[src/hdl/rlt_pkg.sv]
// Package for the byte-range lock table: sizes, operation and status codes,
// controller states and the command/status structs between control and datapath.
`timescale 1ns / 1ps

package rlt_pkg;

    localparam int LOCK_SLOTS   = 16;
    localparam int MAX_CHANNELS = 16;
    localparam int FILE_ID_BITS = 8;
    localparam int IDX_BITS     = (LOCK_SLOTS > 1) ? $clog2(LOCK_SLOTS) : 1;

    typedef enum logic [1:0] {
        FN_LOCK   = 2'd0,
        FN_UNLOCK = 2'd1,
        FN_CHECK  = 2'd2
    } func_t;

    typedef enum logic [2:0] {
        ST_OK       = 3'd0,
        ST_BADCH    = 3'd1,
        ST_OVERLAP  = 3'd2,
        ST_FULL     = 3'd3,
        ST_NOTFOUND = 3'd4
    } status_t;

    typedef enum logic [1:0] {
        CS_IDLE,
        CS_SCAN,
        CS_FINISH
    } ctrl_state_t;

    typedef struct packed {
        logic capture;
        logic scan_step;
        logic finish;
    } rlt_cmd_t;

    typedef struct packed {
        logic scan_last;
        logic rsp_busy;
    } rlt_sts_t;

endpackage

[src/hdl/range_lock_table_top.sv]
// Top level of the byte-range lock table: controller plus datapath.
// Depends on rlt_pkg, rlt_ctrl and rlt_dp.
`timescale 1ns / 1ps

// Usage:
//   Request channel: req_valid/req_stall with func, channel, file_id,
//   channel_open, range_start, range_end. An item is taken when req_valid is
//   high and req_stall low. Response channel: rsp_valid/rsp_stall with status.
//   One response item per request item, in order.
//   Sequence per item: capture, then one scan step per lock slot through the
//   slot table, then finish/write-back; status appears in the output register
//   the cycle after finish. req_stall is high while an item is in work, so a
//   new item is taken only after the previous one has reached finish.
//   If the receiver stalls, the result holds in the output register; the next
//   request is still taken and scanned, and waits at finish until the output
//   register is free.
//   Reset (rst_n low, asynchronous) clears all active-slot flags and the
//   controller; no clearing pass is needed, the block is ready right after.
module range_lock_table_top
(
    input  logic               clk,
    input  logic               rst_n,
    input  logic               req_valid,
    output logic               req_stall,
    input  logic [1:0]         func,
    input  logic [7:0]         channel,
    input  logic [7:0]         file_id,
    input  logic               channel_open,
    input  logic signed [31:0] range_start,
    input  logic signed [31:0] range_end,
    output logic               rsp_valid,
    input  logic               rsp_stall,
    output logic [2:0]         status
);

    rlt_pkg::rlt_cmd_t cmd;
    rlt_pkg::rlt_sts_t sts;

    rlt_ctrl u_ctrl
    (
        .clk       (clk),
        .rst_n     (rst_n),
        .req_valid (req_valid),
        .req_stall (req_stall),
        .sts       (sts),
        .cmd       (cmd)
    );

    rlt_dp u_dp
    (
        .clk          (clk),
        .rst_n        (rst_n),
        .cmd          (cmd),
        .sts          (sts),
        .func         (func),
        .channel      (channel),
        .file_id      (file_id),
        .channel_open (channel_open),
        .range_start  (range_start),
        .range_end    (range_end),
        .status       (status),
        .rsp_valid    (rsp_valid),
        .rsp_stall    (rsp_stall)
    );

endmodule

[src/hdl/rlt_ctrl.sv]
// Controller for the lock table: capture, slot scan, finish/write-back.
// Depends on rlt_pkg.
`timescale 1ns / 1ps

module rlt_ctrl
(
    input  logic              clk,
    input  logic              rst_n,
    input  logic              req_valid,
    output logic              req_stall,
    input  rlt_pkg::rlt_sts_t sts,
    output rlt_pkg::rlt_cmd_t cmd
);

    rlt_pkg::ctrl_state_t state_reg;
    rlt_pkg::ctrl_state_t state_next;

    always_ff @(posedge clk or negedge rst_n)
    begin
        if (!rst_n)
        begin
            state_reg <= rlt_pkg::CS_IDLE;
        end
        else
        begin
            state_reg <= state_next;
        end
    end

    always_comb
    begin
        state_next = state_reg;
        unique case (state_reg)
            rlt_pkg::CS_IDLE:
            begin
                if (req_valid)
                begin
                    state_next = rlt_pkg::CS_SCAN;
                end
            end
            rlt_pkg::CS_SCAN:
            begin
                if (sts.scan_last)
                begin
                    state_next = rlt_pkg::CS_FINISH;
                end
            end
            rlt_pkg::CS_FINISH:
            begin
                if (!sts.rsp_busy)
                begin
                    state_next = rlt_pkg::CS_IDLE;
                end
            end
            default:
            begin
                state_next = rlt_pkg::CS_IDLE;
            end
        endcase
    end

    always_comb
    begin
        req_stall     = 1'b1;
        cmd.capture   = 1'b0;
        cmd.scan_step = 1'b0;
        cmd.finish    = 1'b0;
        unique case (state_reg)
            rlt_pkg::CS_IDLE:
            begin
                req_stall   = 1'b0;
                cmd.capture = req_valid;
            end
            rlt_pkg::CS_SCAN:
            begin
                cmd.scan_step = 1'b1;
            end
            rlt_pkg::CS_FINISH:
            begin
                cmd.finish = !sts.rsp_busy;
            end
            default:
            begin
                req_stall = 1'b1;
            end
        endcase
    end

    // finish is only entered from the last scan step
    a_finish_after_scan: assert property (@(posedge clk) disable iff (!rst_n)
        (state_reg == rlt_pkg::CS_FINISH && $past(state_reg) != rlt_pkg::CS_FINISH)
        |-> $past(sts.scan_last))
        else $error("finish entered without completed scan");

    a_one_cmd: assert property (@(posedge clk) disable iff (!rst_n)
        $onehot0({cmd.capture, cmd.scan_step, cmd.finish}))
        else $error("more than one datapath command");

endmodule

[src/hdl/rlt_dp.sv]
// Datapath for the lock table: request registers, slot store, scan flags,
// finish decision and the output register. Depends on rlt_pkg.
`timescale 1ns / 1ps

module rlt_dp
(
    input  logic                     clk,
    input  logic                     rst_n,
    input  rlt_pkg::rlt_cmd_t        cmd,
    output rlt_pkg::rlt_sts_t        sts,
    input  logic [1:0]               func,
    input  logic [7:0]               channel,
    input  logic [7:0]               file_id,
    input  logic                     channel_open,
    input  logic signed [31:0]       range_start,
    input  logic signed [31:0]       range_end,
    output logic [2:0]               status,
    output logic                     rsp_valid,
    input  logic                     rsp_stall
);

    localparam int FB = rlt_pkg::FILE_ID_BITS;
    localparam int IB = rlt_pkg::IDX_BITS;

    // request
    logic [1:0]         func_reg;
    logic [7:0]         chan_reg;
    logic [FB-1:0]      fid_reg;
    logic               ch_ok_reg;
    logic               open_reg;
    logic signed [31:0] start_reg;
    logic signed [31:0] end_reg;

    // slot store
    logic [rlt_pkg::LOCK_SLOTS-1:0] slot_active_reg;
    logic [7:0]                     slot_owner_reg [rlt_pkg::LOCK_SLOTS];
    logic [FB-1:0]                  slot_file_reg  [rlt_pkg::LOCK_SLOTS];
    logic signed [31:0]             slot_first_reg [rlt_pkg::LOCK_SLOTS];
    logic signed [31:0]             slot_last_reg  [rlt_pkg::LOCK_SLOTS];

    // scan
    logic [IB-1:0] idx_reg;
    logic          conflict_reg;
    logic          free_found_reg;
    logic [IB-1:0] free_idx_reg;
    logic          match_found_reg;
    logic [IB-1:0] match_idx_reg;

    logic               rd_active;
    logic [7:0]         rd_owner;
    logic [FB-1:0]      rd_file;
    logic signed [31:0] rd_first;
    logic signed [31:0] rd_last;
    logic               hit_conflict;
    logic               hit_match;

    // finish
    rlt_pkg::status_t fin_status;
    logic             fin_write;
    logic             fin_clear;

    // output
    logic [2:0] status_reg;
    logic       rsp_valid_reg;

    assign sts.scan_last = (idx_reg == IB'(rlt_pkg::LOCK_SLOTS - 1));
    assign sts.rsp_busy  = rsp_valid_reg && rsp_stall;

    assign rd_active = slot_active_reg[idx_reg];
    assign rd_owner  = slot_owner_reg[idx_reg];
    assign rd_file   = slot_file_reg[idx_reg];
    assign rd_first  = slot_first_reg[idx_reg];
    assign rd_last   = slot_last_reg[idx_reg];

    assign hit_conflict = rd_active && (rd_owner != chan_reg) && (rd_file == fid_reg)
                          && !((end_reg < rd_first) || (start_reg > rd_last));
    assign hit_match    = rd_active && (rd_owner == chan_reg)
                          && (rd_first == start_reg) && (rd_last == end_reg);

    always_ff @(posedge clk)
    begin
        if (cmd.capture)
        begin
            func_reg  <= func;
            chan_reg  <= channel;
            fid_reg   <= file_id[FB-1:0];
            ch_ok_reg <= (channel != 8'd0) && (channel <= 8'(rlt_pkg::MAX_CHANNELS));
            open_reg  <= channel_open;
            start_reg <= range_start;
            end_reg   <= range_end;
        end
    end

    always_ff @(posedge clk or negedge rst_n)
    begin
        if (!rst_n)
        begin
            idx_reg         <= '0;
            conflict_reg    <= 1'b0;
            free_found_reg  <= 1'b0;
            match_found_reg <= 1'b0;
        end
        else if (cmd.capture)
        begin
            idx_reg         <= '0;
            conflict_reg    <= 1'b0;
            free_found_reg  <= 1'b0;
            match_found_reg <= 1'b0;
        end
        else if (cmd.scan_step)
        begin
            idx_reg <= idx_reg + 1'b1;
            if (hit_conflict)
            begin
                conflict_reg <= 1'b1;
            end
            if (!rd_active && !free_found_reg)
            begin
                free_found_reg <= 1'b1;
            end
            if (hit_match && !match_found_reg)
            begin
                match_found_reg <= 1'b1;
            end
        end
    end

    always_ff @(posedge clk)
    begin
        if (cmd.scan_step && !rd_active && !free_found_reg)
        begin
            free_idx_reg <= idx_reg;
        end
        if (cmd.scan_step && hit_match && !match_found_reg)
        begin
            match_idx_reg <= idx_reg;
        end
    end

    always_comb
    begin
        fin_status = rlt_pkg::ST_OK;
        fin_write  = 1'b0;
        fin_clear  = 1'b0;
        unique case (func_reg)
            rlt_pkg::FN_LOCK:
            begin
                if (!ch_ok_reg || !open_reg)
                begin
                    fin_status = rlt_pkg::ST_BADCH;
                end
                else if (conflict_reg)
                begin
                    fin_status = rlt_pkg::ST_OVERLAP;
                end
                else if (!free_found_reg)
                begin
                    fin_status = rlt_pkg::ST_FULL;
                end
                else
                begin
                    fin_write = 1'b1;
                end
            end
            rlt_pkg::FN_UNLOCK:
            begin
                if (!ch_ok_reg)
                begin
                    fin_status = rlt_pkg::ST_BADCH;
                end
                else if (match_found_reg)
                begin
                    fin_clear = 1'b1;
                end
                else
                begin
                    fin_status = rlt_pkg::ST_NOTFOUND;
                end
            end
            rlt_pkg::FN_CHECK:
            begin
                if (ch_ok_reg && open_reg && conflict_reg)
                begin
                    fin_status = rlt_pkg::ST_OVERLAP;
                end
            end
            default:
            begin
                fin_status = rlt_pkg::ST_OK;
            end
        endcase
    end

    always_ff @(posedge clk or negedge rst_n)
    begin
        if (!rst_n)
        begin
            slot_active_reg <= '0;
        end
        else if (cmd.finish && fin_write)
        begin
            slot_active_reg[free_idx_reg] <= 1'b1;
        end
        else if (cmd.finish && fin_clear)
        begin
            slot_active_reg[match_idx_reg] <= 1'b0;
        end
    end

    always_ff @(posedge clk)
    begin
        if (cmd.finish && fin_write)
        begin
            slot_owner_reg[free_idx_reg] <= chan_reg;
            slot_file_reg[free_idx_reg]  <= fid_reg;
            slot_first_reg[free_idx_reg] <= start_reg;
            slot_last_reg[free_idx_reg]  <= end_reg;
        end
    end

    always_ff @(posedge clk or negedge rst_n)
    begin
        if (!rst_n)
        begin
            rsp_valid_reg <= 1'b0;
        end
        else if (cmd.finish)
        begin
            rsp_valid_reg <= 1'b1;
        end
        else if (!rsp_stall)
        begin
            rsp_valid_reg <= 1'b0;
        end
    end

    always_ff @(posedge clk)
    begin
        if (cmd.finish)
        begin
            status_reg <= fin_status;
        end
    end

    assign status    = status_reg;
    assign rsp_valid = rsp_valid_reg;

    a_no_overwrite: assert property (@(posedge clk) disable iff (!rst_n)
        cmd.finish |-> !(rsp_valid_reg && rsp_stall))
        else $error("result overwritten while stalled");

    a_free_is_free: assert property (@(posedge clk) disable iff (!rst_n)
        (cmd.scan_step && free_found_reg) |-> !slot_active_reg[free_idx_reg])
        else $error("recorded free slot is active");

    a_lock_takes_slot: assert property (@(posedge clk) disable iff (!rst_n)
        (cmd.finish && fin_write) |=> slot_active_reg[$past(free_idx_reg)])
        else $error("granted lock left slot inactive");

    a_rsp_from_finish: assert property (@(posedge clk) disable iff (!rst_n)
        $rose(rsp_valid_reg) |-> $past(cmd.finish))
        else $error("result without finish");

endmodule

[config.mk]
export PLATFORM = sky130hd
export DESIGN_NAME = range_lock_table_top
export DESIGN_NICKNAME = d
export VERILOG_FILES = /design/src/hdl/rlt_pkg.sv /design/src/hdl/range_lock_table_top.sv /design/src/hdl/rlt_ctrl.sv /design/src/hdl/rlt_dp.sv
export SDC_FILE = /design/constraint.sdc
export NUM_CORES = 1
export LEC_CHECK = 0
export BUFFER_PORTS_ARGS = -buffer_cell sky130_fd_sc_hd__buf_2
export CAP_MARGIN = 40
export CORE_MARGIN = 2
export CORE_UTILIZATION = 45
export CTS_BUF_LIST = sky130_fd_sc_hd__clkbuf_4 sky130_fd_sc_hd__clkbuf_8 sky130_fd_sc_hd__clkbuf_16
export CTS_CLUSTER_DIAMETER = 100
export DETAILED_ROUTE_END_ITERATION = 6
export PLACE_DENSITY = 0.67
export SETUP_SLACK_MARGIN = 0.02
export SLEW_MARGIN = 20
export SYNTH_ARGS = -nofsm -noshare
export SYNTH_HDL_FRONTEND = slang
export SYNTH_SLANG_ARGS = --single-unit
[constraint.sdc]
create_clock -name clk -period 8.5 [get_ports clk]
set_input_delay 0.85 -clock clk [delete_from_list [all_inputs] [get_ports clk]]
set_output_delay 0.85 -clock clk [all_outputs]
set_load 0.02 [all_outputs]
==> results of run 1 <==
## layer usage
metal | vias up | global-route usage [%]
met1 | 15900 | 33.3
met2 | 1340 | 39.0
met3 | 271 | 3.85
met4 | 4 | 7.63
li1 | 12500 | -
met5 | - | 0
## metrics by stage
stage	cell area (sq um)	utilization (%)	total power, mW
2_1_floorplan	56900	-	12.9
3_3_place_gp	59600	47.4	14.6
3_5_place_dp	59900	47.7	14.7
4_1_cts	64600	51.4	20.9
5_1_grt	64800	51.6	21.6
6_report	64800	51.6	20.8
## worst paths after layout
path	from	end	slack [ns]	cells past startpoint
setup / recovery	u_dp.idx_reg[1]$_DFFE_PN0P_	u_dp.conflict_reg$_DFFE_PN0P_	3.20	13
hold reg to reg	u_dp.end_reg[12]$_DFFE_PP_	u_dp.slot_last_reg[10][12]$_DFFE_PP_	0.49	0
min in group clk	range_start[8]	u_dp.start_reg[8]$_DFFE_PP_	0.25	1
hold / removal	rst_n	u_dp.idx_reg[2]$_DFFE_PN0P_	0.12	1
max in group asynchronous	rst_n	u_dp.idx_reg[1]$_DFFE_PN0P_	7.84	1
setup reg to reg	u_dp.idx_reg[1]$_DFFE_PN0P_	u_dp.conflict_reg$_DFFE_PN0P_	3.20	13
## final cells by class
class                   count  area (sq um)
multi-input cells        1351         14100
clock buffers             179          3940
well taps                1650          2060
flip-flops and latches   1401         42000
inverters                  36           145
clock inverters            86           754
fillers                  9938         60800
repair buffers            221          1800
## where the power goes
group          total, mW  leakage (nW)  switching, mW  internal (mW)
registers           7.85          12.7          0.181           7.67
clock network       6.21          2.33           2.69           3.52
logic               6.77          6.41           4.05           2.72
## logic make-up after synthesis
family	Yosys count	share of synthesized area [%]
compound gates	323	3.92
xor+xnor	86	1.32
fa+ha+maj	64	1.41
buf+inv	171	1.60
flops	1401	73.8
mux	511	15.0
simple gates	367	2.96
## critical path, stage by stage (launching register included)
cell,delay (ns)
dfrtp_4,0.68
buf_16,0.31
buf_12,0.42
mux4_2,0.57
mux2_2,0.30
a21oi_1,0.49
ha_1,0.37
a21o_1,0.17
a21o_1,0.18
a2111oi_0,0.42
o221ai_1,0.18
o22ai_1,0.34
mux2_2,0.39
a32o_1,0.22
## cells in the final DEF (no fill, tap or decap), drive strengths merged, types with 8 or more instances in the layout
cell,count
a2111oi,8
a211oi,11
a21o,20
a21oi,70
a221oi,18
a22o,9
a22oi,28
a31oi,15
buf,221
clkbuf,179
clkinv,65
dfrtp,26
edfxtp,1375
ha,64
inv,46
mux2,67
mux2i,178
mux4,266
nand2,133
nand2b,11
nand3,23
nand4,22
nor2,96
nor2b,13
nor3,27
nor4,10
o21ai,43
o22ai,32
o32ai,8
xnor2,57
xor2,29
==> impl_metrics.env, run 1 <==
export IMPL_drv_slew=0
export IMPL_place_congestion=0.991
export IMPL_power_density_nw_per_um2=321
export IMPL_p_leak_nw=21.4
export IMPL_cts_tree="done"
export IMPL_clk_latency_ns=0.77
export IMPL_avgSynthCellArea_sq_um=19.5
export IMPL_finalHoldViolations=0
export IMPL_synth_edf_count=1375
export IMPL_skew_ns=0.0316
export IMPL_wl_met1_mm=64.4
export IMPL_wire_per_inst_um=31.5
export IMPL_synth_nets=3074
export IMPL_overflow=0
export IMPL_grt_pass1_wl_mm=221
export IMPL_nNetsFinal=3309
export IMPL_hpwl_mm=94.1
export IMPL_antenna_left=0
export IMPL_drt_wl_total_mm=155
export IMPL_synth_largest_area_cell="edfxtp_1"
export IMPL_grt_max_degree=89
export IMPL_cp_required_ns=9.16
export IMPL_dp_cells=4648
export IMPL_wl_met3_mm=10.7
export IMPL_cap_viol_max_count=0
export IMPL_post_cts_buffers=0
export IMPL_slew_headroom_pct=24.2
export IMPL_h_tree_depth=4
export IMPL_synthMostInstantiatedCell="edfxtp_1"
export IMPL_dp_slack_ns=3.31
export IMPL_setup_slack_ns=3.20
export IMPL_die_area_sq_um=129000
export IMPL_dr_wl_met2_mm=75.5
export IMPL_cp_arrival_ns=5.97
export IMPL_finalHoldWorstSlack_ns=0.124
export IMPL_grt_antenna_before_repair=2
export IMPL_status="finished clean"
export IMPL_initial_core_util_pct=45.3
export IMPL_netlist_instances=2923
export IMPL_synth_top_area_share_pct=72.6
export IMPL_worst_pin_slew_ns=1.14
export IMPL_maxUsedRoutingLayer="met5"
export IMPL_mappedNetlistArea_sq_um=56900
export IMPL_drc=0
export IMPL_coreArea_sq_um=126000
export IMPL_vias_per_cell=6.09
export IMPL_endpoint_kind="flip-flop"
export IMPL_cp_max_fo=75
export IMPL_initialDrtViolationCount=3606
export IMPL_fin_crit_sh_pct=62.4
export IMPL_grt_pass1_vias=30000
export IMPL_fmax_mhz=189
export IMPL_rows=130
export IMPL_drt_first_pass_iters=5
export IMPL_rsz0062_at_grt="no"
export IMPL_syn_to_final_growth_pct=13.9
export IMPL_tns_ns=0
export IMPL_yosys_top_cells_area="edfxtp_1 (73%), mux4_2 (11%), mux2i_1 (3.1%)"
export IMPL_synth_commonest_cells="edfxtp_1 (1375), mux4_2 (266), mux2i_1 (177), nand2_1 (133), nor2_1 (96)"
export IMPL_clockBufferDepth=3
export IMPL_post_route_min_period_ns=5.30
export IMPL_layoutNonFillerInstCount=4924
export IMPL_io_pins=92
export IMPL_ys_flop_type="edfxtp_1"
export IMPL_antenna_cells=0
export IMPL_cts_root_buf="clkbuf_16"
export IMPL_ctsHoldBuffers=0
export IMPL_ir_drop_mv=0.230
export IMPL_async_flop_share_pct=1.86
export IMPL_hp_class="in2async"
export IMPL_worst_setup_path_start_kind="flip-flop"
export IMPL_cts_buffers=147
export IMPL_yosysSeqAreaShare_pct=73.8
export IMPL_cts_resized=0
export IMPL_critPathKind="reg2reg"
export IMPL_vias=30000
export IMPL_drive_above_1_share_pct=25.2
export IMPL_setup_viol=0
export IMPL_clk_pin_slew_ns=0.07
export IMPL_yosys_warnings=0
export IMPL_track_usage_pct=24.0
export IMPL_ys_ff_latch=1401
export IMPL_die_height_um=359
export IMPL_die_x_um=359
export IMPL_cts_sinks=1401
export IMPL_synth_cell_types=72
export IMPL_port_buffers=91
Power figures use the tool's default switching activity.
==> run 2, diff against run 1 <==
==> constraint.sdc (replaced) <==
create_clock -name clk -period 5.45 [get_ports clk]
set_input_delay 0.545 -clock clk [delete_from_list [all_inputs] [get_ports clk]]
set_output_delay 0.545 -clock clk [all_outputs]
set_load 0.02 [all_outputs]
==> impl_metrics.env, run 2 (same netlist as run 1, synthesis figures left out) <==
export IMPL_status="finished clean"
export IMPL_nNetsFinal=3446
export IMPL_r2r_start="u_dp.idx_reg[2]$_DFFE_PN0P_"
export IMPL_place_congestion=0.988
export IMPL_initialDrtViolationCount=3999
export IMPL_die_height_um=359
export IMPL_hpwl_mm=98.0
export IMPL_dp_cells=4710
export IMPL_cp_max_fo=39
export IMPL_r2r_slack_ns=0.74
export IMPL_syn_to_final_growth_pct=16.5
export IMPL_fin_crit_sh_pct=86.4
export IMPL_cp_arrival_ns=5.35
export IMPL_track_usage_pct=24.4
export IMPL_coreArea_sq_um=126000
export IMPL_drive_above_1_share_pct=26.0
export IMPL_vias_per_cell=6.04
export IMPL_fmax_mhz=212
export IMPL_slew_headroom_pct=39.1
export IMPL_layoutNonFillerInstCount=5060
export IMPL_clock_power_share_pct=28.6
export IMPL_cts_buffers=146
export IMPL_io_pins=92
export IMPL_cap_viol_max_count=0
export IMPL_cts_tree="done"
export IMPL_skew_ns=0.0316
export IMPL_cts_sinks=1401
export IMPL_grt_antenna_before_repair=1
export IMPL_p_int_mw=22.6
export IMPL_h_tree_depth=4
export IMPL_worst_pin_slew_ns=0.913
export IMPL_switchingPower_mw=11.4
export IMPL_wire_per_inst_um=31.2
export IMPL_post_cts_buffers=0
export IMPL_min_path_cells=1
export IMPL_drc=0
export IMPL_drt_first_pass_iters=6
export IMPL_combPwrFrac_pct=33.7
export IMPL_port_buffers=91
export IMPL_mostFrequentLayoutCell="edfxtp_1"
export IMPL_cp_required_ns=6.09
export IMPL_overflow=0
export IMPL_grt_pass1_wl_mm=225
export IMPL_power_density_nw_per_um2=514
export IMPL_cts_root_buf="clkbuf_16"
export IMPL_critPathKind="reg2reg"
export IMPL_clk_pin_slew_ns=0.06
export IMPL_die_x_um=359
export IMPL_setup_viol=0
export IMPL_post_route_min_period_ns=4.71
export IMPL_ir_drop_mv=0.341
export IMPL_fillers=9787
export IMPL_r2r_end="u_dp.conflict_reg$_DFFE_PN0P_"
export IMPL_cp_endpoint="u_dp.conflict_reg$_DFFE_PN0P_"
export IMPL_die_area_sq_um=129000
export IMPL_rsz0062_at_grt="no"
export IMPL_drv_slew=0
export IMPL_pwr_share_seq_pct=37.7
export IMPL_grt_pass1_vias=30400
export IMPL_drt_wl_total_mm=158
export IMPL_final_cell_mix="edfxtp_1 (1375), mux4_2 (266), mux2i_1 (177)"
export IMPL_clk_latency_ns=0.76
export IMPL_tns_ns=0
export IMPL_startpoint="u_dp.idx_reg[2]$_DFFE_PN0P_"
export IMPL_initial_core_util_pct=45.3
export IMPL_hp_class="in2reg"
export IMPL_reg2reg_depth=15
export IMPL_antenna_left=0
export IMPL_vias=30600
export IMPL_power_share_switching_pct=33.6
export IMPL_worst_setup_path_start_kind="flip-flop"
export IMPL_clockBufferDepth=3
export IMPL_finalHoldViolations=0
export IMPL_rows=130
export IMPL_p_leak_nw=22.1
export IMPL_grt_max_degree=88
export IMPL_endpoint_kind="flip-flop"
## run 2: per-layer routing
layer / track usage, % / vias to the layer above / wire length (um)
met1: 34.2 / 16000 / 65000
met2: 38.9 / 1509 / 75400
met3: 4.28 / 284 / 12700
li1: - / 12800 / -
met4: 8.20 / 0 / 4810
met5: 0 / - / 0
## run 2: worst min path at each step
stage / startpoint / end / slack (ns)
CTS: channel[7] / u_dp.chan_reg[7]$_DFFE_PP_ / 0.002
detailed placement: u_dp.slot_active_reg[3]$_DFFE_PN0P_ / u_dp.slot_active_reg[3]$_DFFE_PN0P_ / 0.49
global placement: u_dp.slot_active_reg[15]$_DFFE_PN0P_ / u_dp.slot_active_reg[15]$_DFFE_PN0P_ / 0.48
global route: channel[7] / u_dp.chan_reg[7]$_DFFE_PP_ / 0.01
floorplan: rst_n / u_ctrl.state_reg[0]$_DFFE_PN0P_ / 0.25
finish: file_id[4] / u_dp.fid_reg[4]$_DFFE_PP_ / 0.03
## run 2: layout make-up
cell class / instances / area, sq um / share of cell area [%]
diodes: 3 / 7.51 / 0.0113
clock buffers: 187 / 4030 / 6.08
clock inverters: 73 / 669 / 1.01
inverters: 36 / 145 / 0.219
multi-input cells: 1351 / 14200 / 21.4
flip-flops and latches: 1401 / 42000 / 63.4
well taps: 1650 / 2060 / 3.12
repair buffers: 359 / 3200 / 4.83
## run 2: power by group through the flow
stage	registers, mW	logic, mW	clock network [mW]
CTS	12.9	11.3	9.89
floorplan	12.8	7.31	0
finish	12.8	11.5	9.72
global route	12.9	12.1	10.3
detailed placement	13.1	11.2	0
global placement	13.2	11.1	0
## run 2: worst max-delay path, stage by stage, from the launching register on
cell	delay, ns
dfrtp_4	0.99
buf_4	0.42
buf_4	0.32
mux4_2	0.33
mux2i_1	0.66
nor2_1	0.08
a31oi_1	0.29
ha_1	0.32
nand4_1	0.12
nor2_1	0.05
nand2_1	0.08
o2bb2ai_1	0.07
o31ai_1	0.26
nand3b_1	0.11
mux2_2	0.27
a32o_1	0.22
## run 2: metrics by stage
stage	hold slack (ns)	total power, mW	util (%)	setup slack (ns)	instance area (sq um)
final	0.0274	34.0	52.7	0.740	66200
after floorplan	0.249	20.1	-	0.0434	56900
after CTS	0.00181	34.1	52.6	0.765	66100
after global placement	0.479	24.3	48.0	0.652	60300
after global routing	0.0145	35.2	52.7	0.546	66200
after detailed placement	0.493	24.3	48.3	0.799	60600
## run 2: what timing repair did
item,4_1_cts,5_1_grt
resized for setup,0,0
endpoints found under the hold margin,105,0
hold buffers,80,0
